File: src/design/rvx_pkg.sv
// Shared types, opcodes and result codes of the RV32IM execute pipeline.
package rvx_pkg;

  typedef enum logic [5:0] {
    OP_LUI    = 6'd0,  OP_AUIPC  = 6'd1,  OP_ADDI   = 6'd2,  OP_SLTI   = 6'd3,
    OP_SLTIU  = 6'd4,  OP_XORI   = 6'd5,  OP_ORI    = 6'd6,  OP_ANDI   = 6'd7,
    OP_SLLI   = 6'd8,  OP_SRLI   = 6'd9,  OP_SRAI   = 6'd10, OP_ADD    = 6'd11,
    OP_SUB    = 6'd12, OP_SLL    = 6'd13, OP_SLT    = 6'd14, OP_SLTU   = 6'd15,
    OP_XOR    = 6'd16, OP_SRL    = 6'd17, OP_SRA    = 6'd18, OP_OR     = 6'd19,
    OP_AND    = 6'd20, OP_MUL    = 6'd21, OP_MULH   = 6'd22, OP_MULHSU = 6'd23,
    OP_MULHU  = 6'd24, OP_DIV    = 6'd25, OP_DIVU   = 6'd26, OP_REM    = 6'd27,
    OP_REMU   = 6'd28, OP_JAL    = 6'd29, OP_JALR   = 6'd30, OP_BEQ    = 6'd31,
    OP_BNE    = 6'd32, OP_BLT    = 6'd33, OP_BGE    = 6'd34, OP_BLTU   = 6'd35,
    OP_BGEU   = 6'd36, OP_LB     = 6'd37, OP_LH     = 6'd38, OP_LW     = 6'd39,
    OP_LBU    = 6'd40, OP_LHU    = 6'd41, OP_SB     = 6'd42, OP_SH     = 6'd43,
    OP_SW     = 6'd44, OP_FENCE  = 6'd45, OP_CSRRW  = 6'd46, OP_CSRRS  = 6'd47,
    OP_CSRRC  = 6'd48, OP_CSRRWI = 6'd49, OP_CSRRSI = 6'd50, OP_CSRRCI = 6'd51,
    OP_ECALL  = 6'd52, OP_EBREAK = 6'd53, OP_MRET   = 6'd54, OP_WFI    = 6'd55
  } op_e;

  localparam logic [5:0] OP_LAST = 6'd55;

  localparam logic [2:0] KIND_PLAIN = 3'd0;
  localparam logic [2:0] KIND_LOAD  = 3'd1;
  localparam logic [2:0] KIND_STORE = 3'd2;
  localparam logic [2:0] KIND_FENCE = 3'd3;
  localparam logic [2:0] KIND_CSR   = 3'd4;
  localparam logic [2:0] KIND_MRET  = 3'd5;
  localparam logic [2:0] KIND_WFI   = 3'd6;
  localparam logic [2:0] KIND_TRAP  = 3'd7;

  localparam logic [2:0] CAUSE_FETCH_MISALIGN = 3'd0;
  localparam logic [2:0] CAUSE_ILLEGAL        = 3'd1;
  localparam logic [2:0] CAUSE_LOAD_MISALIGN  = 3'd2;
  localparam logic [2:0] CAUSE_STORE_MISALIGN = 3'd3;
  localparam logic [2:0] CAUSE_ECALL          = 3'd4;
  localparam logic [2:0] CAUSE_BREAKPOINT     = 3'd5;

  localparam logic [1:0] SIZE_BYTE = 2'd0;
  localparam logic [1:0] SIZE_HALF = 2'd1;
  localparam logic [1:0] SIZE_WORD = 2'd2;

  localparam logic [1:0] CSR_REPLACE = 2'd0;
  localparam logic [1:0] CSR_SET     = 2'd1;
  localparam logic [1:0] CSR_CLEAR   = 2'd2;

  localparam int unsigned DivSteps = 32;

  typedef enum logic [2:0] {
    FIX_NONE   = 3'd0,
    FIX_MUL    = 3'd1,
    FIX_MULH   = 3'd2,
    FIX_MULHSU = 3'd3,
    FIX_MULHU  = 3'd4,
    FIX_QUO    = 3'd5,
    FIX_REM    = 3'd6
  } fix_e;

  typedef struct packed {
    logic [2:0]  kind;
    logic [31:0] next_pc;
    logic        write_enable;
    logic [4:0]  dest_index;
    logic [31:0] value;
    logic [31:0] address;
    logic [1:0]  access_size;
    logic        sign_extend;
    logic [2:0]  trap_cause;
    logic        csr_read;
    logic        csr_write;
    fix_e        fix;
    logic [31:0] opa;
    logic [31:0] opb;
    logic        div_zero;
    logic        neg_res;
  } item_t;

  typedef struct packed {
    logic [31:0] rem;
    logic [31:0] dq;
    logic [31:0] dsr;
  } div_t;

endpackage

File: src/design/rvx_back.sv
// Multiply, divide fix-up and result select; output register.
module rvx_back import rvx_pkg::*; (
  input  logic  clk_i,
  input  logic  rst_ni,
  input  logic  valid_i,
  input  item_t item_i,
  input  div_t  div_i,
  output logic  valid_o,
  output item_t item_o
);

  logic signed [32:0] ma, mb;
  logic signed [65:0] prod;
  logic [31:0]        quo, rmd;
  item_t              item_d, item_q;
  logic               valid_q;

  assign ma   = {(item_i.fix == FIX_MULH || item_i.fix == FIX_MULHSU) & item_i.opa[31],
                 item_i.opa};
  assign mb   = {(item_i.fix == FIX_MULH) & item_i.opb[31], item_i.opb};
  assign prod = ma * mb;
  assign quo  = item_i.neg_res ? -div_i.dq : div_i.dq;
  assign rmd  = item_i.neg_res ? -div_i.rem : div_i.rem;

  always_comb begin
    item_d = item_i;
    case (item_i.fix)
      FIX_MUL:                        item_d.value = prod[31:0];
      FIX_MULH, FIX_MULHSU, FIX_MULHU: item_d.value = prod[63:32];
      FIX_QUO: item_d.value = item_i.div_zero ? 32'hFFFF_FFFF : quo;
      FIX_REM: item_d.value = item_i.div_zero ? item_i.opa : rmd;
      default: item_d.value = item_i.value;
    endcase
  end

  always_ff @(posedge clk_i or negedge rst_ni) begin
    if (!rst_ni) begin
      valid_q <= 1'b0;
    end else begin
      valid_q <= valid_i;
    end
  end

  always_ff @(posedge clk_i) begin
    item_q <= item_d;
  end

  assign valid_o = valid_q;
  assign item_o  = item_q;

endmodule

File: config.mk
export PLATFORM = sky130hd
export DESIGN_NAME = rvx_back
export DESIGN_NICKNAME = d
export VERILOG_FILES = /design/src/design/rvx_pkg.sv /design/src/design/rvx_back.sv
export SDC_FILE = /design/constraint.sdc
export NUM_CORES = 2
export LEC_CHECK = 0
export ABC_AREA = 0
export BUFFER_PORTS_ARGS = -buffer_cell sky130_fd_sc_hd__clkbuf_2
export CORE_MARGIN = 5
export CORE_UTILIZATION = 35
export CTS_BUF_LIST = sky130_fd_sc_hd__clkbuf_8
export CTS_CLUSTER_DIAMETER = 60
export CTS_CLUSTER_SIZE = 25
export DETAILED_ROUTE_END_ITERATION = 12
export GPL_TIMING_DRIVEN = 0
export RECOVER_POWER = 50
export SYNTH_ARGS = -nofsm -noshare
export SYNTH_HDL_FRONTEND = slang
export SYNTH_SLANG_ARGS = --single-unit
File: constraint.sdc
create_clock -name clk_i -period 1.05 [get_ports clk_i]
set_clock_uncertainty 0.2 [all_clocks]
set_input_delay 0.21 -clock clk_i [delete_from_list [all_inputs] [get_ports clk_i]]
set_output_delay 0.21 -clock clk_i [all_outputs]
set_load 0.01 [all_outputs]
==> results.py <==
metrics = {
    "yosys": {
        "synthCells": 4985,
        "synth_mux_area_share_pct": 0.248,
        "ys_ff_latch": 183,
        "synth_top_family_by_area": "adder cells",
        "yosysSeqAreaShare_pct": 8.16,
        "synth_xor_area_share_pct": 2.24,
        "async_flop_share_pct": 0.546,
        "synth_edf_count": 0,
        "synthSimpleGateAreaFrac_pct": 14.4,
        "synth-compound-area-share_pct": 6.58,
        "syn-cell-area_um2": 44900,
        "ys.flop_type": "dfxtp_1",
        "ys_types": 82,
        "synthAdderAreaFrac_pct": 56.1,
        "syn-num-nets": 6605,
        "yosysWarnings": 0,
        "postSynthAreaPerCell_um2": 9.01,
    },
    "timing": {
        "fin_tns_setup_ps": -287030,
        "worst_slack_ps": -6550,
        "hold_viol": 9,
        "finalCritPeriodShare_pct": 724,
        "slew_headroom_pct": 27.6,
        "timing.fmax_mhz": 132,
        "drv_slew": 0,
        "setup_viol": 228,
        "tightest_slew_ps": 1080,
        "grt_setup_unrepaired": "yes",
        "fin_crit_ps": 7600,
        "fin_hold_ws_ps": -182,
    },
    "routing": {
        "drcViolationCount": 0,
        "maxUsedRoutingLayer": "met5",
        "wl_met2_um": 88500,
        "via_per_inst": 5.32,
        "ant_nets": 0,
        "vias": 40000,
        "dr.pass1.iters": 6,
        "dr_wl_met3_um": 23700,
        "drt-met1-wl_um": 74800,
        "drt_wl_total_um": 202000,
        "wl_per_cell_um": 26.9,
        "dr.first_iter.drc_count": 3828,
    },
    "clocking": {
        "cts_tree": "built",
        "cts.sinks": 183,
        "cts.htree.levels": 4,
        "hold_buffers": 276,
        "clock_tree.buffer_depth": 2,
        "path_clk_slew_ps": 120,
        "cts_made_buffers": 17,
        "cts_root_buf": "clkbuf_8",
    },
    "final_layout": {
        "final_common_cell": "inv_1",
        "area_growth_pct": 30.8,
        "fillCellCount": 12200,
        "design_area_um2": 58800,
        "nets": 7454,
        "final_layout_size_suffix_gt1_share_pct": 22.4,
        "layout_common_cells": "inv_1, fa_1, nand2_1",
        "final_util_pct": 46.1,
    },
    "job": {
        "maxCapViolations": 0,
    },
    "critical_path": {
        "endpoint_kind": "flip-flop",
        "cp_data_required_time_ps": 1450,
        "criticalPathCategory": "primary input to flip-flop",
        "crit_path_max_fanout": 6,
        "cp-start-kind": "primary input",
        "cp-startpoint": "item_i[68]",
        "arrival_ps": 7990,
        "endpoint": "item_o[128]",
        "worst_path_max_delay_cell": "fa_2",
        "critPathMaxStageDelay_ps": 670,
        "crit_top_cell": "fa_1",
    },
    "worst_hold_path": {
        "min_path_type": "primary input to flip-flop",
    },
    "place": {
        "place_congestion": 1.01,
        "placed_cell_area_um2": 50000,
        "hpwl_um": 159000,
        "portBuffers": 431,
    },
    "grt": {
        "grt_antenna_before_repair": 21,
        "grt_overflow": 0,
        "grt_pass1_vias": 42100,
        "gr-usage-all-layers_pct": 29.3,
        "grt_max_degree": 25,
        "grt_pass1_wl_um": 287000,
    },
    "floorplan": {
        "start_util_pct": 35.2,
        "die_y_um": 368,
        "rows": 131,
        "dieWidth_um": 368,
        "core_area_um2": 128000,
        "dieArea_um2": 136000,
        "ios": 464,
    },
    "run_status": {
        "violations": "hold timing, setup timing",
        "status": "finished, violations left",
    },
}
## routing by layer
layer / up-vias / track usage [%]
met4: 6 / 16.4
met2: 2395 / 45.2
met1: 20600 / 37.1
met3: 578 / 8.44
met5: - / 0
li1: 16400 / -
## worst max-delay path: cells and delay by family
| kind | cells | cell delay, ps |
|---|---|---|
| AO/OA/AOI/OAI | 3 | 840 |
| AND/OR/NAND/NOR | 7 | 1270 |
| adder cells (fa/ha/maj) | 9 | 4500 |
| buffers and inverters | 13 | 1130 |
## metrics by stage
step / setup slack [ps] / instances
global route: -6690 / 7512
floorplan: -6640 / 4985
global placement: -8520 / 7078
detailed placement: -8500 / 7078
finish: -6550 / 7518
CTS: -6470 / 7469
## logic make-up after synthesis
group,after synthesis
adder cells (fa/ha/maj),1339
multiplexers,11
flip-flops,183
XOR/XNOR,115
buffers and inverters,1464
AO/OA/AOI/OAI,443
AND/OR/NAND/NOR,1430
## sequential cells by signal, summed over array words and instances, names as in the netlist
register / cells
item_o: 182
valid_o: 1
## synth_stat cells (36+ instances only)
master,count,area (µm²)
inv_1,1190,4470
fa_1,1125,22500
nand2_1,869,3260
and2_1,286,1790
clkbuf_1,252,946
ha_1,214,2680
dfxtp_1,182,3640
nor2_1,114,428
a21oi_1,94,470
o21ai_0,92,460
xnor2_1,62,543
xor2_1,53,464
a21o_1,36,270
## worst min-delay path by stage
stage	startpoint	depth (start not counted)	slack, ps	to
after floorplan	rst_ni	0	-290	valid_o
after global placement	rst_ni	1	-220	valid_o
after detailed placement	rst_ni	1	-210	valid_o
after CTS	div_i[52]	5	-250	item_o[129]
after global routing	div_i[52]	5	-150	item_o[129]
final	div_i[52]	5	-180	item_o[129]
## repair_timing
action	in CTS	in global routing
gates resized for setup	766	653
hold endpoints to repair	183	8
pin swaps	163	188
endpoints found under the setup margin	215	281
setup buffers	86	95
cloned	2	2
## cell type report
class / count / area, µm² / area share [%]
well taps: 1662 / 2080 / 3.54
inverters: 1191 / 4500 / 7.65
clock inverters: 15 / 175 / 0.298
multi-input cells: 3338 / 37700 / 64.1
repair buffers: 837 / 7310 / 12.4
diodes: 9 / 22.5 / 0.0383
plain buffers: 266 / 2930 / 4.99
clock buffers: 17 / 234 / 0.398
flip-flops and latches: 183 / 3840 / 6.53
Power is left out: the tool's default activity adds up to more than one toggle a clock period on the data nets, which glitch-free logic cannot reach.
