--- src/design/rvx_pkg.sv ---
// Shared types, opcodes and result codes of the RV32IM execute pipeline.
package rvx_pkg;

  typedef enum logic [5:0] {
    OP_LUI    = 6'd0,  OP_AUIPC  = 6'd1,  OP_ADDI   = 6'd2,  OP_SLTI   = 6'd3,
    OP_SLTIU  = 6'd4,  OP_XORI   = 6'd5,  OP_ORI    = 6'd6,  OP_ANDI   = 6'd7,
    OP_SLLI   = 6'd8,  OP_SRLI   = 6'd9,  OP_SRAI   = 6'd10, OP_ADD    = 6'd11,
    OP_SUB    = 6'd12, OP_SLL    = 6'd13, OP_SLT    = 6'd14, OP_SLTU   = 6'd15,
    OP_XOR    = 6'd16, OP_SRL    = 6'd17, OP_SRA    = 6'd18, OP_OR     = 6'd19,
    OP_AND    = 6'd20, OP_MUL    = 6'd21, OP_MULH   = 6'd22, OP_MULHSU = 6'd23,
    OP_MULHU  = 6'd24, OP_DIV    = 6'd25, OP_DIVU   = 6'd26, OP_REM    = 6'd27,
    OP_REMU   = 6'd28, OP_JAL    = 6'd29, OP_JALR   = 6'd30, OP_BEQ    = 6'd31,
    OP_BNE    = 6'd32, OP_BLT    = 6'd33, OP_BGE    = 6'd34, OP_BLTU   = 6'd35,
    OP_BGEU   = 6'd36, OP_LB     = 6'd37, OP_LH     = 6'd38, OP_LW     = 6'd39,
    OP_LBU    = 6'd40, OP_LHU    = 6'd41, OP_SB     = 6'd42, OP_SH     = 6'd43,
    OP_SW     = 6'd44, OP_FENCE  = 6'd45, OP_CSRRW  = 6'd46, OP_CSRRS  = 6'd47,
    OP_CSRRC  = 6'd48, OP_CSRRWI = 6'd49, OP_CSRRSI = 6'd50, OP_CSRRCI = 6'd51,
    OP_ECALL  = 6'd52, OP_EBREAK = 6'd53, OP_MRET   = 6'd54, OP_WFI    = 6'd55
  } op_e;

  localparam logic [5:0] OP_LAST = 6'd55;

  localparam logic [2:0] KIND_PLAIN = 3'd0;
  localparam logic [2:0] KIND_LOAD  = 3'd1;
  localparam logic [2:0] KIND_STORE = 3'd2;
  localparam logic [2:0] KIND_FENCE = 3'd3;
  localparam logic [2:0] KIND_CSR   = 3'd4;
  localparam logic [2:0] KIND_MRET  = 3'd5;
  localparam logic [2:0] KIND_WFI   = 3'd6;
  localparam logic [2:0] KIND_TRAP  = 3'd7;

  localparam logic [2:0] CAUSE_FETCH_MISALIGN = 3'd0;
  localparam logic [2:0] CAUSE_ILLEGAL        = 3'd1;
  localparam logic [2:0] CAUSE_LOAD_MISALIGN  = 3'd2;
  localparam logic [2:0] CAUSE_STORE_MISALIGN = 3'd3;
  localparam logic [2:0] CAUSE_ECALL          = 3'd4;
  localparam logic [2:0] CAUSE_BREAKPOINT     = 3'd5;

  localparam logic [1:0] SIZE_BYTE = 2'd0;
  localparam logic [1:0] SIZE_HALF = 2'd1;
  localparam logic [1:0] SIZE_WORD = 2'd2;

  localparam logic [1:0] CSR_REPLACE = 2'd0;
  localparam logic [1:0] CSR_SET     = 2'd1;
  localparam logic [1:0] CSR_CLEAR   = 2'd2;

  localparam int unsigned DivSteps = 32;

  typedef enum logic [2:0] {
    FIX_NONE   = 3'd0,
    FIX_MUL    = 3'd1,
    FIX_MULH   = 3'd2,
    FIX_MULHSU = 3'd3,
    FIX_MULHU  = 3'd4,
    FIX_QUO    = 3'd5,
    FIX_REM    = 3'd6
  } fix_e;

  typedef struct packed {
    logic [2:0]  kind;
    logic [31:0] next_pc;
    logic        write_enable;
    logic [4:0]  dest_index;
    logic [31:0] value;
    logic [31:0] address;
    logic [1:0]  access_size;
    logic        sign_extend;
    logic [2:0]  trap_cause;
    logic        csr_read;
    logic        csr_write;
    fix_e        fix;
    logic [31:0] opa;
    logic [31:0] opb;
    logic        div_zero;
    logic        neg_res;
  } item_t;

  typedef struct packed {
    logic [31:0] rem;
    logic [31:0] dq;
    logic [31:0] dsr;
  } div_t;

endpackage

--- src/design/rvx_front.sv ---
// Decode, ALU, branch, address and trap logic; first pipeline register.
module rvx_front import rvx_pkg::*; #(
  parameter int unsigned ALIGN_BYTES = 4,
  parameter int unsigned INSTR_BYTES = 4
) (
  input  logic               clk_i,
  input  logic               rst_ni,
  input  logic               valid_i,
  input  logic [5:0]         op_i,
  input  logic [31:0]        instruction_bits_i,
  input  logic [31:0]        pc_i,
  input  logic [4:0]         rs1_index_i,
  input  logic [4:0]         rs2_index_i,
  input  logic [4:0]         rd_index_i,
  input  logic [31:0]        rs1_value_i,
  input  logic [31:0]        rs2_value_i,
  input  logic signed [31:0] immediate_i,
  input  logic [11:0]        csr_number_i,
  input  logic [7:0]         fence_order_i,
  output logic               valid_o,
  output item_t              item_o,
  output div_t               div_o
);

  // Residue of x modulo ALIGN_BYTES from per-bit residues, then a match
  // against the multiples.
  function automatic logic is_aligned(logic [31:0] x);
    logic [7:0] sum;
    logic       ok;
    sum = 8'd0;
    ok  = 1'b0;
    for (int i = 0; i < 32; i++) begin
      if (x[i]) sum = sum + 8'((64'd1 << i) % ALIGN_BYTES);
    end
    for (int j = 0; j <= 32; j++) begin
      if (sum == 8'(j * ALIGN_BYTES)) ok = 1'b1;
    end
    return ok;
  endfunction

  logic [31:0] a, b, imm, nxt, res, target, addr;
  logic        jump, link, taken;
  logic [1:0]  sz;
  logic        mem_ok;
  op_e         op;
  item_t       it;
  div_t        dv;
  item_t       item_q;
  div_t        div_q;
  logic        valid_q;

  assign a   = (rs1_index_i != 5'd0) ? rs1_value_i : 32'd0;
  assign b   = (rs2_index_i != 5'd0) ? rs2_value_i : 32'd0;
  assign imm = immediate_i;
  assign nxt = pc_i + 32'(INSTR_BYTES);
  assign op  = op_e'(op_i);
  assign addr = a + imm;

  always_comb begin
    case (op)
      OP_LB, OP_LBU, OP_SB: sz = SIZE_BYTE;
      OP_LH, OP_LHU, OP_SH: sz = SIZE_HALF;
      default:              sz = SIZE_WORD;
    endcase
    case (sz)
      SIZE_BYTE: mem_ok = 1'b1;
      SIZE_HALF: mem_ok = ~addr[0];
      default:   mem_ok = (addr[1:0] == 2'd0);
    endcase
  end

  always_comb begin
    it     = '0;
    it.fix = FIX_NONE;
    dv     = '0;
    res    = 32'd0;
    target = 32'd0;
    jump   = 1'b0;
    link   = 1'b0;
    taken  = 1'b0;
    if (!is_aligned(pc_i)) begin
      it.kind = KIND_TRAP; it.next_pc = pc_i;
      it.trap_cause = CAUSE_FETCH_MISALIGN; it.value = pc_i;
    end else if (op_i > OP_LAST) begin
      it.kind = KIND_TRAP; it.next_pc = pc_i;
      it.trap_cause = CAUSE_ILLEGAL; it.value = instruction_bits_i;
    end else begin
      case (op) inside
        [OP_LB:OP_SW]: begin
          if (!mem_ok) begin
            it.kind = KIND_TRAP; it.next_pc = pc_i; it.value = addr;
            it.trap_cause = (op_i >= OP_SB) ? CAUSE_STORE_MISALIGN
                                           : CAUSE_LOAD_MISALIGN;
          end else begin
            it.next_pc = nxt; it.address = addr; it.access_size = sz;
            if (op_i >= OP_SB) begin
              it.kind = KIND_STORE;
              case (sz)
                SIZE_BYTE: it.value = {24'd0, b[7:0]};
                SIZE_HALF: it.value = {16'd0, b[15:0]};
                default:   it.value = b;
              endcase
            end else begin
              it.kind = KIND_LOAD; it.dest_index = rd_index_i;
              it.sign_extend = !(op == OP_LBU || op == OP_LHU);
            end
          end
        end
        [OP_CSRRW:OP_CSRRCI]: begin
          it.kind = KIND_CSR; it.next_pc = nxt; it.dest_index = rd_index_i;
          it.value   = (op_i >= OP_CSRRWI) ? imm : a;
          it.address = {20'd0, csr_number_i};
          case (op)
            OP_CSRRW, OP_CSRRWI: it.access_size = CSR_REPLACE;
            OP_CSRRS, OP_CSRRSI: it.access_size = CSR_SET;
            default:             it.access_size = CSR_CLEAR;
          endcase
          it.csr_read  = (it.access_size != CSR_REPLACE) || (rd_index_i != 5'd0);
          it.csr_write = (it.access_size == CSR_REPLACE) || (rs1_index_i != 5'd0);
        end
        OP_FENCE: begin
          it.kind = KIND_FENCE; it.next_pc = nxt; it.value = {24'd0, fence_order_i};
        end
        OP_ECALL: begin
          it.kind = KIND_TRAP; it.next_pc = pc_i; it.trap_cause = CAUSE_ECALL;
        end
        OP_EBREAK: begin
          it.kind = KIND_TRAP; it.next_pc = pc_i;
          it.trap_cause = CAUSE_BREAKPOINT; it.value = pc_i;
        end
        OP_MRET: begin
          it.kind = KIND_MRET; it.next_pc = nxt;
        end
        OP_WFI: begin
          it.kind = KIND_WFI; it.next_pc = nxt;
        end
        [OP_JAL:OP_BGEU]: begin
          case (op)
            OP_JAL:  begin jump = 1'b1; link = 1'b1; target = pc_i + imm; end
            OP_JALR: begin jump = 1'b1; link = 1'b1; target = addr & ~32'd1; end
            default: begin
              case (op)
                OP_BEQ:  taken = (a == b);
                OP_BNE:  taken = (a != b);
                OP_BLT:  taken = ($signed(a) < $signed(b));
                OP_BGE:  taken = !($signed(a) < $signed(b));
                OP_BLTU: taken = (a < b);
                default: taken = (a >= b);
              endcase
              jump   = taken;
              target = pc_i + imm;
            end
          endcase
          if (!jump) begin
            it.next_pc = nxt;
          end else if (!is_aligned(target)) begin
            it.kind = KIND_TRAP; it.next_pc = pc_i;
            it.trap_cause = CAUSE_FETCH_MISALIGN; it.value = target;
          end else begin
            it.next_pc = target;
            if (link && rd_index_i != 5'd0) begin
              it.write_enable = 1'b1; it.dest_index = rd_index_i; it.value = nxt;
            end
          end
        end
        default: begin
          case (op)
            OP_LUI:   res = imm;
            OP_AUIPC: res = pc_i + imm;
            OP_ADDI:  res = addr;
            OP_SLTI:  res = {31'd0, $signed(a) < $signed(imm)};
            OP_SLTIU: res = {31'd0, a < imm};
            OP_XORI:  res = a ^ imm;
            OP_ORI:   res = a | imm;
            OP_ANDI:  res = a & imm;
            OP_SLLI:  res = a << imm[4:0];
            OP_SRLI:  res = a >> imm[4:0];
            OP_SRAI:  res = 32'($signed(a) >>> imm[4:0]);
            OP_ADD:   res = a + b;
            OP_SUB:   res = a - b;
            OP_SLL:   res = a << b[4:0];
            OP_SLT:   res = {31'd0, $signed(a) < $signed(b)};
            OP_SLTU:  res = {31'd0, a < b};
            OP_XOR:   res = a ^ b;
            OP_SRL:   res = a >> b[4:0];
            OP_SRA:   res = 32'($signed(a) >>> b[4:0]);
            OP_OR:    res = a | b;
            OP_AND:   res = a & b;
            default:  res = 32'd0;
          endcase
          it.next_pc = nxt;
          if (rd_index_i != 5'd0) begin
            it.write_enable = 1'b1; it.dest_index = rd_index_i; it.value = res;
            it.opa = a; it.opb = b; it.div_zero = (b == 32'd0);
            case (op)
              OP_MUL:    it.fix = FIX_MUL;
              OP_MULH:   it.fix = FIX_MULH;
              OP_MULHSU: it.fix = FIX_MULHSU;
              OP_MULHU:  it.fix = FIX_MULHU;
              OP_DIV: begin
                it.fix = FIX_QUO; it.neg_res = a[31] ^ b[31];
                dv.dq  = a[31] ? -a : a; dv.dsr = b[31] ? -b : b;
              end
              OP_REM: begin
                it.fix = FIX_REM; it.neg_res = a[31];
                dv.dq  = a[31] ? -a : a; dv.dsr = b[31] ? -b : b;
              end
              OP_DIVU: begin it.fix = FIX_QUO; dv.dq = a; dv.dsr = b; end
              OP_REMU: begin it.fix = FIX_REM; dv.dq = a; dv.dsr = b; end
              default: it.fix = FIX_NONE;
            endcase
          end
        end
      endcase
    end
  end

  always_ff @(posedge clk_i or negedge rst_ni) begin
    if (!rst_ni) begin
      valid_q <= 1'b0;
    end else begin
      valid_q <= valid_i;
    end
  end

  always_ff @(posedge clk_i) begin
    item_q <= it;
    div_q  <= dv;
  end

  assign valid_o = valid_q;
  assign item_o  = item_q;
  assign div_o   = div_q;

endmodule

--- config.mk ---
export PLATFORM = sky130hd
export DESIGN_NAME = rvx_front
export DESIGN_NICKNAME = d
export VERILOG_FILES = /design/src/design/rvx_pkg.sv /design/src/design/rvx_front.sv
export SDC_FILE = /design/constraint.sdc
export NUM_CORES = 2
export LEC_CHECK = 0
export BUFFER_PORTS_ARGS = -buffer_cell sky130_fd_sc_hd__buf_2
export CORE_ASPECT_RATIO = 1.4
export CORE_UTILIZATION = 26
export CTS_CLUSTER_DIAMETER = 80
export DETAILED_ROUTE_END_ITERATION = 12
export SYNTH_ARGS = -nofsm -noshare
export SYNTH_HDL_FRONTEND = slang
export SYNTH_SLANG_ARGS = --single-unit
--- constraint.sdc ---
create_clock -name clk_i -period 0.8 [get_ports clk_i]
set_input_delay 0.08 -clock clk_i [delete_from_list [all_inputs] [get_ports clk_i]]
set_output_delay 0.08 -clock clk_i [all_outputs]
set_load 0.02 [all_outputs]
==> impl_metrics.json <==
{
  "drtPass1Iterations": 7,
  "ys_ff_latch": 247,
  "setup_slack_ns": -3.03,
  "failed_checks": "hold timing, setup timing",
  "cts.path.max_buffers": 3,
  "fin_tns_setup_ns": -561.59,
  "grt_pass1_vias": 50540,
  "grt_overflow": 0,
  "synth_compound_area_share_pct": 35.4,
  "core_area_mm2": 0.119,
  "clock-sinks": 247,
  "pre_cts_ws_ns": -4.48,
  "cp-start-kind": "primary input",
  "drv_slew": 0,
  "dieArea_mm2": 0.122,
  "synthTopCellsByArea": "dfxtp_1, a21oi_1, o21ai_0",
  "initial_core_util_pct": 26.2,
  "synth_area_per_cell_um2": 6.79,
  "antenna_found_initial": 26,
  "worstMarginPinSlew_ns": 1.15,
  "yosys.area_share.simple_pct": 22.3,
  "synth_common_cells": "nor2_1, nand2_1, a21oi_1, o21ai_0, clkbuf_1",
  "fillers": 12088,
  "grt_pass1_wl_mm": 409,
  "cap_violations": 0,
  "synth_top_family_by_area": "compound AO/OA/AOI/OAI gates",
  "drive_gt1_share_pct": 46.2,
  "synth_flop_cell": "dfxtp_1",
  "required_ns": 1.34,
  "nets": 7248,
  "io_pins": 483,
  "hpwlAfterDp_mm": 250,
  "syn_to_final_growth_pct": 84.4,
  "port-buffer-count": 450,
  "yosysTopAreaCell": "dfxtp_1",
  "slew_headroom_pct": 22.8,
  "synthAdderAreaFrac_pct": 5.81,
  "synth_edf_count": 0,
  "root_buffer": "clkbuf_16",
  "cts_tree": "yes",
  "period_needed_ns": 3.83,
  "die_x_um": 295,
  "power_leakage_nw": 26.0,
  "dr_total_vias": 50962,
  "hold_violations": 18,
  "grt_max_degree": 61,
  "cts_buffers": 28,
  "async_flop_share_pct": 0.405,
  "netlist_area_mm2": 0.0313,
  "cts.clk_slew.worst_paths_ns": 0.07,
  "fin_util_pct": 48.3,
  "syn_inst": 4602,
  "routedWlPerCell_um": 35.8,
  "rows": 150,
  "hold_class": "primary input to flip-flop",
  "period_share_pct": 479,
  "place_congestion": 1.10,
  "dpl_cell_area_mm2": 0.0507,
  "cellPowerDensity_mw_per_mm2": 1240,
  "end_kind": "flip-flop",
  "min-delay-start": "rs2_value_i[28]",
  "clock.fmax_mhz": 261,
  "track_usage_pct": 48.9,
  "rsz0062_at_grt": "true",
  "yosysMostFrequentCell": "nor2_1",
  "ant_nets": 0,
  "holdWs_ns": -0.176,
  "cp.arrival_ns": 4.37,
  "die_y_um": 412,
  "ys_seq_area_share_pct": 15.8,
  "vdd_drop_max_mv": 1.88,
  "finalSetupViolations": 491,
  "synth_warnings": 0,
  "total_power_mw": 71.7,
  "synth_cell_types": 108,
  "place_inst": 8213,
  "muxShareOfSynthArea_pct": 7.68,
  "routed_wl_mm": 306,
  "whs_path_depth": 4,
  "worstHoldEndpoint": "item_o[30]",
  "path_max_fanout": 4,
  "crit_type": "primary input to flip-flop",
  "yosys.area.top_type_share_pct": 15.8,
  "via_per_inst": 5.96,
  "status": "finished, violations left",
  "drtIter0Drc": 5596,
  "h-tree-depth": 1,
  "stdcell_area_mm2": 0.0577,
  "drcViolationCount": 0,
  "synth_xor_area_share_pct": 5.21,
  "final_cells": 8548
}
[layer usage]
metal	wire length (µm)	track usage (%)
met5	95	0
met4	40700	52.7
met3	25700	10.3
met2	132000	76.3
met1	108000	52.8
[layout make-up]
cell class                 instances  area, µm²  area share [%]
tap                             1596       2000            3.46
clock buffer                      32        757            1.31
sequential                       247       4950            8.59
timing repair buffer            2654      21200            36.8
inverter                         183        781            1.35
clock inverter                    20        263           0.456
multi-input combinational       3799      27700            48.0
antenna                           17       42.5          0.0738
[where the power goes]
group	switching (mW)	internal, mW
clock	6.72	8.21
combinational	25.5	18.2
sequential	0.203	12.9
[critical path: stages]
cell and delay, ns:
buf_6 0.10, or3_4 0.43, o21ai_4 0.18, buf_12 0.15, clkinvlp_4 0.11, ha_4 0.23
or4_4 0.55, nor3_4 0.14, buf_6 0.15, nand2_4 0.05, or3_4 0.37, o211ai_4 0.19
buf_12 0.16, mux2i_4 0.27, a41oi_4 0.16, buf_12 0.17, nand2b_4 0.14, a221o_1 0.34
a222oi_1 0.25, nand2_1 0.11
[cell families after synthesis]
family,count (synthesis)
buffers and inverters,589
XOR/XNOR,185
AND/OR/NAND/NOR,1524
multiplexers,221
flip-flops,247
AO/OA/AOI/OAI,1687
other,1
adder cells (fa/ha/maj),148
[flip-flops by register name (all words and copies together), names as in the netlist]
signal,cells
item_o,182
div_o,64
valid_o,1
[repair_timing]
action	CTS	global route
cloned	10	0
gates resized for setup	566	145
pin swaps	138	93
hold buffers	130	1
endpoints found under the hold margin	158	17
setup buffers	108	31
endpoints found under the setup margin	491	491
[placed cells by master (no fill, tap or decap), types with 30 or more instances in the layout]
| cell type | count |
|---|---|
| dfxtp_1 | 246 |
| o21ai_0 | 322 |
| inv_1 | 136 |
| nor2_2 | 38 |
| conb_1 | 32 |
| nand4_1 | 38 |
| nor3_1 | 105 |
| nor2b_1 | 30 |
| buf_6 | 129 |
| a31oi_1 | 64 |
| o22ai_1 | 69 |
| ha_4 | 38 |
| o21ai_1 | 73 |
| nand2b_1 | 39 |
| ha_1 | 87 |
| o21bai_1 | 37 |
| a21o_1 | 30 |
| buf_12 | 101 |
| xnor2_1 | 128 |
| a211oi_1 | 55 |
| a221oi_1 | 46 |
| nor2_1 | 430 |
| o211ai_1 | 63 |
| or3_1 | 43 |
| nand2_1 | 398 |
| nand3_1 | 117 |
| o221ai_1 | 59 |
| a21oi_1 | 351 |
| buf_4 | 1830 |
| a21oi_2 | 55 |
| buf_2 | 440 |
| dlygate4sd3_1 | 130 |
| mux2i_1 | 181 |
[how the worst max path moves through the flow]
stage,start,endpoint,slack (ns),cells past startpoint
after floorplan,rs1_index_i[1],item_o[166],-3.64,19
after global placement,rs1_index_i[1],item_o[139],-4.47,21
after detailed placement,rs1_index_i[0],item_o[139],-4.48,21
after CTS,rs1_index_i[1],item_o[164],-2.89,22
after global routing,rs2_index_i[0],item_o[172],-3.16,24
final,rs1_index_i[1],item_o[166],-3.03,20
Power figures use the tool's default switching activity.
