<file path="src/design/rvx_pkg.sv">
// Shared types, opcodes and result codes of the RV32IM execute pipeline.
package rvx_pkg;

  typedef enum logic [5:0] {
    OP_LUI    = 6'd0,  OP_AUIPC  = 6'd1,  OP_ADDI   = 6'd2,  OP_SLTI   = 6'd3,
    OP_SLTIU  = 6'd4,  OP_XORI   = 6'd5,  OP_ORI    = 6'd6,  OP_ANDI   = 6'd7,
    OP_SLLI   = 6'd8,  OP_SRLI   = 6'd9,  OP_SRAI   = 6'd10, OP_ADD    = 6'd11,
    OP_SUB    = 6'd12, OP_SLL    = 6'd13, OP_SLT    = 6'd14, OP_SLTU   = 6'd15,
    OP_XOR    = 6'd16, OP_SRL    = 6'd17, OP_SRA    = 6'd18, OP_OR     = 6'd19,
    OP_AND    = 6'd20, OP_MUL    = 6'd21, OP_MULH   = 6'd22, OP_MULHSU = 6'd23,
    OP_MULHU  = 6'd24, OP_DIV    = 6'd25, OP_DIVU   = 6'd26, OP_REM    = 6'd27,
    OP_REMU   = 6'd28, OP_JAL    = 6'd29, OP_JALR   = 6'd30, OP_BEQ    = 6'd31,
    OP_BNE    = 6'd32, OP_BLT    = 6'd33, OP_BGE    = 6'd34, OP_BLTU   = 6'd35,
    OP_BGEU   = 6'd36, OP_LB     = 6'd37, OP_LH     = 6'd38, OP_LW     = 6'd39,
    OP_LBU    = 6'd40, OP_LHU    = 6'd41, OP_SB     = 6'd42, OP_SH     = 6'd43,
    OP_SW     = 6'd44, OP_FENCE  = 6'd45, OP_CSRRW  = 6'd46, OP_CSRRS  = 6'd47,
    OP_CSRRC  = 6'd48, OP_CSRRWI = 6'd49, OP_CSRRSI = 6'd50, OP_CSRRCI = 6'd51,
    OP_ECALL  = 6'd52, OP_EBREAK = 6'd53, OP_MRET   = 6'd54, OP_WFI    = 6'd55
  } op_e;

  localparam logic [5:0] OP_LAST = 6'd55;

  localparam logic [2:0] KIND_PLAIN = 3'd0;
  localparam logic [2:0] KIND_LOAD  = 3'd1;
  localparam logic [2:0] KIND_STORE = 3'd2;
  localparam logic [2:0] KIND_FENCE = 3'd3;
  localparam logic [2:0] KIND_CSR   = 3'd4;
  localparam logic [2:0] KIND_MRET  = 3'd5;
  localparam logic [2:0] KIND_WFI   = 3'd6;
  localparam logic [2:0] KIND_TRAP  = 3'd7;

  localparam logic [2:0] CAUSE_FETCH_MISALIGN = 3'd0;
  localparam logic [2:0] CAUSE_ILLEGAL        = 3'd1;
  localparam logic [2:0] CAUSE_LOAD_MISALIGN  = 3'd2;
  localparam logic [2:0] CAUSE_STORE_MISALIGN = 3'd3;
  localparam logic [2:0] CAUSE_ECALL          = 3'd4;
  localparam logic [2:0] CAUSE_BREAKPOINT     = 3'd5;

  localparam logic [1:0] SIZE_BYTE = 2'd0;
  localparam logic [1:0] SIZE_HALF = 2'd1;
  localparam logic [1:0] SIZE_WORD = 2'd2;

  localparam logic [1:0] CSR_REPLACE = 2'd0;
  localparam logic [1:0] CSR_SET     = 2'd1;
  localparam logic [1:0] CSR_CLEAR   = 2'd2;

  localparam int unsigned DivSteps = 32;

  typedef enum logic [2:0] {
    FIX_NONE   = 3'd0,
    FIX_MUL    = 3'd1,
    FIX_MULH   = 3'd2,
    FIX_MULHSU = 3'd3,
    FIX_MULHU  = 3'd4,
    FIX_QUO    = 3'd5,
    FIX_REM    = 3'd6
  } fix_e;

  typedef struct packed {
    logic [2:0]  kind;
    logic [31:0] next_pc;
    logic        write_enable;
    logic [4:0]  dest_index;
    logic [31:0] value;
    logic [31:0] address;
    logic [1:0]  access_size;
    logic        sign_extend;
    logic [2:0]  trap_cause;
    logic        csr_read;
    logic        csr_write;
    fix_e        fix;
    logic [31:0] opa;
    logic [31:0] opb;
    logic        div_zero;
    logic        neg_res;
  } item_t;

  typedef struct packed {
    logic [31:0] rem;
    logic [31:0] dq;
    logic [31:0] dsr;
  } div_t;

endpackage

</file>
<file path="src/design/rvx_div_stage.sv">
// One restoring-division step: one quotient bit per stage.
module rvx_div_stage import rvx_pkg::*; (
  input  logic  clk_i,
  input  logic  rst_ni,
  input  logic  valid_i,
  input  item_t item_i,
  input  div_t  div_i,
  output logic  valid_o,
  output item_t item_o,
  output div_t  div_o
);

  logic [32:0] trial;
  logic        fits;
  div_t        div_d, div_q;
  item_t       item_q;
  logic        valid_q;

  assign trial = {div_i.rem, div_i.dq[31]};
  assign fits  = (trial >= {1'b0, div_i.dsr});

  always_comb begin
    div_d     = div_i;
    div_d.rem = fits ? 32'(trial - {1'b0, div_i.dsr}) : trial[31:0];
    div_d.dq  = {div_i.dq[30:0], fits};
  end

  always_ff @(posedge clk_i or negedge rst_ni) begin
    if (!rst_ni) begin
      valid_q <= 1'b0;
    end else begin
      valid_q <= valid_i;
    end
  end

  always_ff @(posedge clk_i) begin
    item_q <= item_i;
    div_q  <= div_d;
  end

  assign valid_o = valid_q;
  assign item_o  = item_q;
  assign div_o   = div_q;

endmodule

</file>
<file path="config.mk">
export PLATFORM = sky130hd
export DESIGN_NAME = rvx_div_stage
export DESIGN_NICKNAME = d
export VERILOG_FILES = /design/src/design/rvx_pkg.sv /design/src/design/rvx_div_stage.sv
export SDC_FILE = /design/constraint.sdc
export NUM_CORES = 1
export LEC_CHECK = 0
export BUFFER_PORTS_ARGS = -buffer_cell sky130_fd_sc_hd__buf_4
export CAP_MARGIN = 20
export CELL_PAD_IN_SITES_DETAIL_PLACEMENT = 1
export CELL_PAD_IN_SITES_GLOBAL_PLACEMENT = 1
export CORE_AREA = 3 3 214 216
export DETAILED_ROUTE_END_ITERATION = 16
export DIE_AREA = 0 0 217 219
export PLACE_DENSITY = 0.55
export SYNTH_ARGS = -nofsm -noshare
export SYNTH_HDL_FRONTEND = slang
export SYNTH_SLANG_ARGS = --single-unit
</file>
<file path="constraint.sdc">
create_clock -name clk_i -period 0.8 [get_ports clk_i]
set_input_delay 0.12 -clock clk_i [delete_from_list [all_inputs] [get_ports clk_i]]
set_output_delay 0.12 -clock clk_i [all_outputs]
set_load 0.03 [all_outputs]
</file>
==> tab_implementation.tex, run 1 <==
\begin{tabular}{lr}
\hline
Metric & Value \\
\hline
\multicolumn{2}{l}{\textbf{Worst setup path}} \\
Crit path largest cell delay & just over 0.4 ns \\
Maximum fanout encountered on the critical timing path & 7 \\
Critical path class & in2reg \\
Kind of capture point of the worst setup path & flop \\
Cell with the most instances on the worst path & buf\_4 \\
Type of element launching the critical path & primary input \\
Crit path arrival time & between 2 and 2.5 ns \\
Critical Path, Cell by Cell & buf\_4 -> inv\_1 -> ha\_2 -> buf\_4 -> nand3\_1 -> nor3\_1 -> buf\_4 -> a31oi\_2 -> or3b\_4 -> o21a\_4 -> buf\_12 -> mux2\_4 \\
Data required time of the worst path & around 1.2 ns \\
CP max stage cell & or3b\_4 \\
\multicolumn{2}{l}{\textbf{Timing}} \\
Final setup fails & approximately 310 \\
Tightest slew margin relative to the limit & 71.79\% \\
Maximum clock frequency & between 0.5 and 0.6 GHz \\
Worst path setup slack after routing & -1.130 ns \\
WHS & -0.2649 ns \\
Total negative setup slack & -120.84 ns \\
Post-route minimum period & between 1.5 and 2 ns \\
Slew Viols, Final & 0 \\
Final hold violation count & 2 \\
Setup repair after global routing missed its margin & true \\
Tightest Pin Transition & 0.4196 ns \\
Period utilisation layout & 241.3\% \\
\multicolumn{2}{l}{\textbf{Power}} \\
P\_int & 31.16 mW \\
Total net switching power & 12.41 mW \\
Switching share of total power & between 20\% and 30\% \\
Part of the total power dissipated in sequential elements & 36.2\% \\
Static Leakage & approximately 9.1 nW \\
Highest ir drop seen on vdd & about 1.7 mV \\
Proportion of power drawn by combinational gates & about a quarter \\
Cell Pwr Density & between 2000 and 2500 mW/mm\^{}2 \\
Post-layout total power & around 44 mW \\
Share of total power in the clock network & around two fifths \\
\multicolumn{2}{l}{\textbf{Logic synthesis}} \\
Post-synth top area cell & dfxtp\_1 \\
Netlist area before placement & 0.007918 mm\^{}2 \\
Average cell area after synthesis & 12.41 um\^{}2 \\
Sequential area share after synthesis & 70.61\% \\
Syn Inst Count & between 600 and 700 \\
Number of enable-type register cells in the synthesized netlist & 0 \\
Post-Syn Nets & 952 \\
Commonest cells in the synthesized netlist & dfxtp\_1, a21oi\_1, inv\_1, nor2\_1, ha\_1 \\
Synth Register Bits & 279 \\
Yosys top cell area share & approximately 70\% \\
Post-synth cell types & 50 \\
Fraction of registers with async set or reset after synthesis & less than 1\% \\
Top\_reg\_cell synth & dfxtp\_1 \\
Total of warnings raised by yosys & 0 \\
Top cells by area, synth & dfxtp\_1, ha\_1, a21oi\_1, inv\_1, xnor2\_1 \\
Most numerous cell in the Yosys netlist & dfxtp\_1 \\
\multicolumn{2}{l}{\textbf{CTS}} \\
\# clock sinks & about 280 \\
Number of levels in the clock H-tree & 2 \\
Clock transition time at the flip-flop clock pins of the worst setup and hold paths & around 0.06 ns \\
CTS root buffer & clkbuf\_16 \\
TritonCTS clock tree & done \\
Hold buffer count at cts & approximately 280 \\
Clock buffer count from CTS & 34 \\
CTS Buffer Depth & 3 \\
\multicolumn{2}{l}{\textbf{Cells and area}} \\
Total number of nets in the final design & $\sim$1900 \\
Final-layout fill cell count & between 4000 and 5000 \\
Area occupied by registers & between 0.005 and 0.006 mm\^{}2 \\
Final design area excluding fillers & between 0.02 and 0.025 mm\^{}2 \\
Area occupied by multi-input gates & 0.002649 mm\^{}2 \\
Layout cell share with drive strength beyond 1 & about two thirds \\
Layout-stage area growth over the synthesis result & 153.0\% \\
\multicolumn{2}{l}{\textbf{Floorplanning}} \\
Die W & roughly 220 um \\
Effective utilization at floorplan & between 10\% and 20\% \\
Overall die area & $\sim$0.048 mm\^{}2 \\
Boundary pin count & 560 \\
Height of the die & between 200 and 250 um \\
Number of standard-cell rows in the floorplan & 77 \\
Core area & 0.04412 mm\^{}2 \\
\multicolumn{2}{l}{\textbf{Placed design}} \\
Worst slack at placement & -1.893 ns \\
Total half-perimeter wirelength after legalization and detailed placement & between 30000 and 40000 um \\
Port buffer count & 559 \\
Final estimated routing congestion in global placement & 0.8103 \\
Instance area after placement & between 0.01 and 0.015 mm\^{}2 \\
\multicolumn{2}{l}{\textbf{Detailed routing}} \\
Violation count after the first detailed-route iteration & a little under 300 \\
Sum of routed wire length over all layers & 52330 um \\
Number of detailed-routing iterations run before antenna repair & 4 \\
Via count of the routed design & $\sim$9000 \\
Post-route DRC & 0 \\
Count of antenna-violating nets left after detailed routing & 0 \\
Average wire per standard cell & $\sim$23 um \\
Vias per Instance & 3.934 \\
\multicolumn{2}{l}{\textbf{Run status}} \\
Outcome & finished, violations left \\
Violations in the final reports & negative hold slack, negative setup slack \\
\multicolumn{2}{l}{\textbf{Global routing}} \\
Antenna violations before repair & 20 \\
Global-route usage over all layers & 20.97\% \\
Wire length of the first global-routing pass & just over 70000 um \\
Vias in the first global route & around 10000 \\
Total congestion overflow after global routing & 0 \\
Largest net degree at the start of global routing & 14 \\
\multicolumn{2}{l}{\textbf{Min path}} \\
Hold Path Class & in2reg \\
\multicolumn{2}{l}{\textbf{Job}} \\
Max-cap viol count & 0 \\
\hline
\end{tabular}
sequential cells by signal, indices dropped and copies added (netlist names):
name and count:
div_o 96, item_o 182, valid_o 1
cells by family after synthesis:
group / after synthesis / share of synthesized area [%]
xor+xnor: 26 / 2.876
mux: 10 / 1.770
simple gates: 107 / 6.606
buf+inv: 63 / 3.587
compound gates: 120 / 9.245
fa+ha+maj: 33 / 5.310
flops: 279 / 70.61
repair_timing:
action,CTS,global route
buffers inserted,8,7
setup endpoints to repair,312,312
cloned,1,2
endpoints found under the hold margin,279,2
gates resized for setup,635,87
pin swaps,18,15
layout make-up:
cell class                 count  area share (%)
clock inverter                 8          0.8244
timing repair buffer         977           46.44
antenna                        7         0.08743
inverter                      46          0.8993
clock buffer                  50           5.152
tap                          592           3.697
multi-input combinational    296           13.22
sequential                   279           29.68
metal layers:
metal | wire length [um] | global-route usage (%) | vias to the layer above
li1 | - | - | 4133
met1 | 18630 | 21.82 | 4229
met2 | 26900 | 38.00 | 363
met3 | 3757 | 6.826 | 125
met4 | 2890 | 10.26 | 22
met5 | 156 | 0 | -
power groups by stage:
stage          clock [mW]  sequential, mW  combinational [mW]
2_1_floorplan           0            17.6                1.81
3_3_place_gp            0            15.6                8.23
3_5_place_dp            0            15.6                8.30
4_1_cts              16.9            15.7                10.6
5_1_grt              17.7            15.9                11.8
6_report             16.6            15.8                11.2
worst paths after layout:
path / endpoint / depth (start not counted) / start
min: div_o[1]$_DFF_P_ / 1 / div_i[1]
max: div_o[88]$_DFF_P_ / 12 / div_i[8]
min in group asynchronous: valid_o$_DFF_PN0_ / 3 / rst_ni
max in group asynchronous: valid_o$_DFF_PN0_ / 3 / rst_ni
metrics by stage:
| stage | utilization, % | std cells |
|---|---|---|
| 3_3_place_gp | 31.16 | 1894 |
| 3_5_place_dp | 31.16 | 1894 |
| 2_1_floorplan | - | 638 |
| 5_1_grt | 45.38 | 2251 |
| 4_1_cts | 44.24 | 2240 |
| 6_report | 45.40 | 2255 |
layout by cell type, fill, tap and decap left out, drive strengths merged, types with 10 or more instances in the layout:
master	count
a21oi	55
buf	696
clkbuf	52
dfxtp	278
dlygate4sd3	279
ha	32
inv	46
nand2	24
nor2	37
o21ai	21
xnor2	16
xor2	10
worst max-delay path, delay by kind of cell:
family,cells,cell delay (ns)
simple gates,3,0.58
compound gates,2,0.41
buf+inv,5,0.62
fa+ha+maj,1,0.31
mux,1,0.29
No activity file was read; power rests on OpenSTA's default activity.
==> run 2: changes to the inputs <==
Settings changed: BUFFER_PORTS_ARGS -buffer_cell sky130_fd_sc_hd__buf_4 to -buffer_cell sky130_fd_sc_hd__buf_2.
==> run 2 against run 1 <==
The flow still finishes with violations (negative hold slack, negative setup slack). Critical path depth down 1. Sequential share of layout area grew 1.4 points. Non-clock buffer count shrank 8. Flip-flop and latch count unchanged. Via count fell by 0.89%. Worst hold slack worse by 0.062 ns. Clock power fell by 13%. Largest cell class unchanged.
==> tab_implementation.tex, run 2 (same netlist as run 1, synthesis figures left out) <==
\begin{tabular}{lr}
\hline
Metric & Value \\
\hline
\multicolumn{2}{l}{\textbf{Global routing}} \\
Global-route usage over all layers & 20.07\% (-0.90 points) \\
GR Util met3 & 6.702\% (-0.12 points) \\
Largest net degree at the start of global routing & 28 (+14) \\
Antenna violations before repair & 16 (-20\%) \\
Met2 layer usage reported by global route & 35.63\% (-2.4 points) \\
Most used routing layer & met2 \\
Vias in the first global route & 9975 (-0.47\%) \\
Wire length of the first global-routing pass & 69740 um (-4.0\%) \\
Global Route met1 Usage & 20.52\% (-1.3 points) \\
Total congestion overflow after global routing & 0 (unchanged) \\
\multicolumn{2}{l}{\textbf{Detailed routing}} \\
Post-route DRC & 0 (unchanged) \\
Sum of routed wire length over all layers & 50530 um (-3.5\%) \\
Violation count after the first detailed-route iteration & 216 (-27\%) \\
Vias per Instance & 3.929 (-0.14\%) \\
Count of antenna-violating nets left after detailed routing & 0 (unchanged) \\
Via count of the routed design & 8793 (-0.89\%) \\
Number of detailed-routing iterations run before antenna repair & 4 (unchanged) \\
Average wire per standard cell & 22.58 um (-2.7\%) \\
\multicolumn{2}{l}{\textbf{Timing}} \\
Post-route minimum period & 1.890 ns (-0.04074 ns) \\
Tightest slew margin relative to the limit & 75.27\% (+3.5 points) \\
Final hold violation count & 4 (+2) \\
WHS & -0.3272 ns (-0.06229 ns) \\
Tightest Pin Transition & 0.3678 ns (-0.05178 ns) \\
Setup repair after global routing missed its margin & true \\
Final setup fails & 312 (unchanged) \\
Slew Viols, Final & 0 (unchanged) \\
Period utilisation layout & 236.2\% (-5.1 points) \\
Worst path setup slack after routing & -1.090 ns (+0.04074 ns) \\
Maximum clock frequency & 0.5292 GHz (+2.2\%) \\
\multicolumn{2}{l}{\textbf{Placed design}} \\
Total half-perimeter wirelength after legalization and detailed placement & 34590 um (-2.4\%) \\
Final estimated routing congestion in global placement & 0.8164 (+0.75\%) \\
Placed Cells incl. Taps & 1896 (+0.11\%) \\
Port buffer count & 559 (unchanged) \\
\multicolumn{2}{l}{\textbf{Floorplanning}} \\
Number of standard-cell rows in the floorplan & 77 (unchanged) \\
Overall die area & 0.04752 mm\^{}2 (unchanged) \\
Core area & 0.04412 mm\^{}2 (unchanged) \\
Boundary pin count & 560 (unchanged) \\
Die W & 217 um (unchanged) \\
Height of the die & 219 um (unchanged) \\
Effective utilization at floorplan & 17.94\% (unchanged) \\
\multicolumn{2}{l}{\textbf{Cells and area}} \\
Final-layout fill cell count & 4791 (+2.6\%) \\
Core Util, Final & 43.27\% (-2.1 points) \\
Commonest non-fill, non-tap cells in the layout & dlygate4sd3\_1, dfxtp\_2, buf\_2, buf\_6, buf\_4 \\
Layout cell share with drive strength beyond 1 & 68.88\% (+0.40 points) \\
Layout-stage area growth over the synthesis result & 141.1\% \\
Max FFs per register & 182 (unchanged) \\
Final non-filler cell total & 2238 (-0.75\%) \\
Most common cell after layout, fill and taps aside & dlygate4sd3\_1 \\
Total number of nets in the final design & 1937 (-0.56\%) \\
\multicolumn{2}{l}{\textbf{CTS}} \\
Clock transition time at the flip-flop clock pins of the worst setup and hold paths & 0.06 ns (about the same) \\
CTS Buffer Depth & 3 (unchanged) \\
Clock buffer count from CTS & 31 (-8.8\%) \\
Hold buffer count at cts & 278 (-0.36\%) \\
TritonCTS clock tree & done \\
\# clock sinks & 279 (unchanged) \\
CTS root buffer & clkbuf\_16 \\
Number of levels in the clock H-tree & 1 (-1) \\
\multicolumn{2}{l}{\textbf{Worst setup path}} \\
Critical Path, Cell by Cell & buf\_8 -> inv\_6 -> ha\_4 -> a21o\_1 -> o21a\_1 -> a311oi\_2 -> o21ai\_2 -> or3b\_4 -> o21a\_4 -> buf\_12 -> mux2\_4 \\
Type of element launching the critical path & primary input \\
Crit path largest cell delay & 0.39 ns (-0.02 ns) \\
CP max stage cell & or3b\_4 \\
Maximum fanout encountered on the critical timing path & 27 (+20) \\
Crit path arrival time & 2.33 ns (about the same) \\
Worst path buffer plus inverter count & 3 (-2) \\
Data required time of the worst path & 1.24 ns (+0.03 ns) \\
Top Family by Delay on Critical Path & compound AO/OA/AOI/OAI gates \\
Kind of capture point of the worst setup path & flop \\
Launching instance or port of the critical path & div\_i[23] \\
Critical path class & in2reg \\
\multicolumn{2}{l}{\textbf{Job}} \\
Max-cap viol count & 0 (unchanged) \\
\multicolumn{2}{l}{\textbf{Min path}} \\
Origin of the worst min-delay path & div\_i[0] \\
Hold Path Class & in2reg \\
\multicolumn{2}{l}{\textbf{Power}} \\
Cell Pwr Density & 2141 mW/mm\^{}2 (-1.6\%) \\
Highest ir drop seen on vdd & 1.499 mV (-10\%) \\
Static Leakage & 8.668 nW (-4.3\%) \\
\multicolumn{2}{l}{\textbf{Run status}} \\
Outcome & finished, violations left \\
Violations in the final reports & negative hold slack, negative setup slack \\
\hline
\end{tabular}
==> run 2: worst paths after layout <==
path,to,slack (ns),cells after the start
worst max-delay path,div_o[68]$_DFF_P_,-1.09,11
min in group asynchronous,valid_o$_DFF_PN0_,0.45,3
worst min-delay path,div_o[0]$_DFF_P_,-0.33,1
max in group asynchronous,valid_o$_DFF_PN0_,0.25,3
==> run 2: layout make-up <==
| cell class | count | area (um^2) | area share, % |
|---|---|---|---|
| antenna | 4 | 10.01 | 0.05243 |
| clock buffer | 39 | 845.8 | 4.430 |
| clock inverter | 13 | 157.7 | 0.8258 |
| inverter | 46 | 177.7 | 0.9307 |
| multi-input combinational | 296 | 2698 | 14.13 |
| sequential | 279 | 5941 | 31.12 |
| tap | 592 | 740.7 | 3.880 |
| timing repair buffer | 969 | 8521 | 44.63 |
==> run 2: repair_timing <==
action / in CTS / in global routing
resized for setup: 900 / 100
endpoints found under the setup margin: 312 / 312
setup buffers: 6 / 2
pin swaps: 7 / 27
gates cloned: 2 / 0
hold endpoints to repair: 279 / 4
==> run 2: layer usage <==
layer / wire [um] / up-vias
met2: 25260 / 346
met5: 116 / -
li1: - / 4107
met3: 3913 / 134
met4: 3525 / 20
met1: 17710 / 4186
==> run 2: where the power goes <==
part | leakage, nW | switching (mW) | internal (mW)
Combinational | 5.83 | 5.31 | 5.29
Sequential | 2.36 | 0.601 | 15.2
Clock | 0.483 | 6.10 | 8.40
==> run 2: metrics by stage <==
stage | power (mW) | TNS (ns) | instance area, um^2 | worst slack, ns
2_1_floorplan | 19.45 | -46.64 | 8025 | -1.447
3_3_place_gp | 22.85 | -56.53 | 12390 | -1.964
3_5_place_dp | 22.87 | -59.19 | 12390 | -2.029
4_1_cts | 40.68 | -138.99 | 18630 | -1.092
5_1_grt | 42.54 | -141.63 | 19090 | -1.113
6_report | 40.87 | -127.39 | 19090 | -1.090
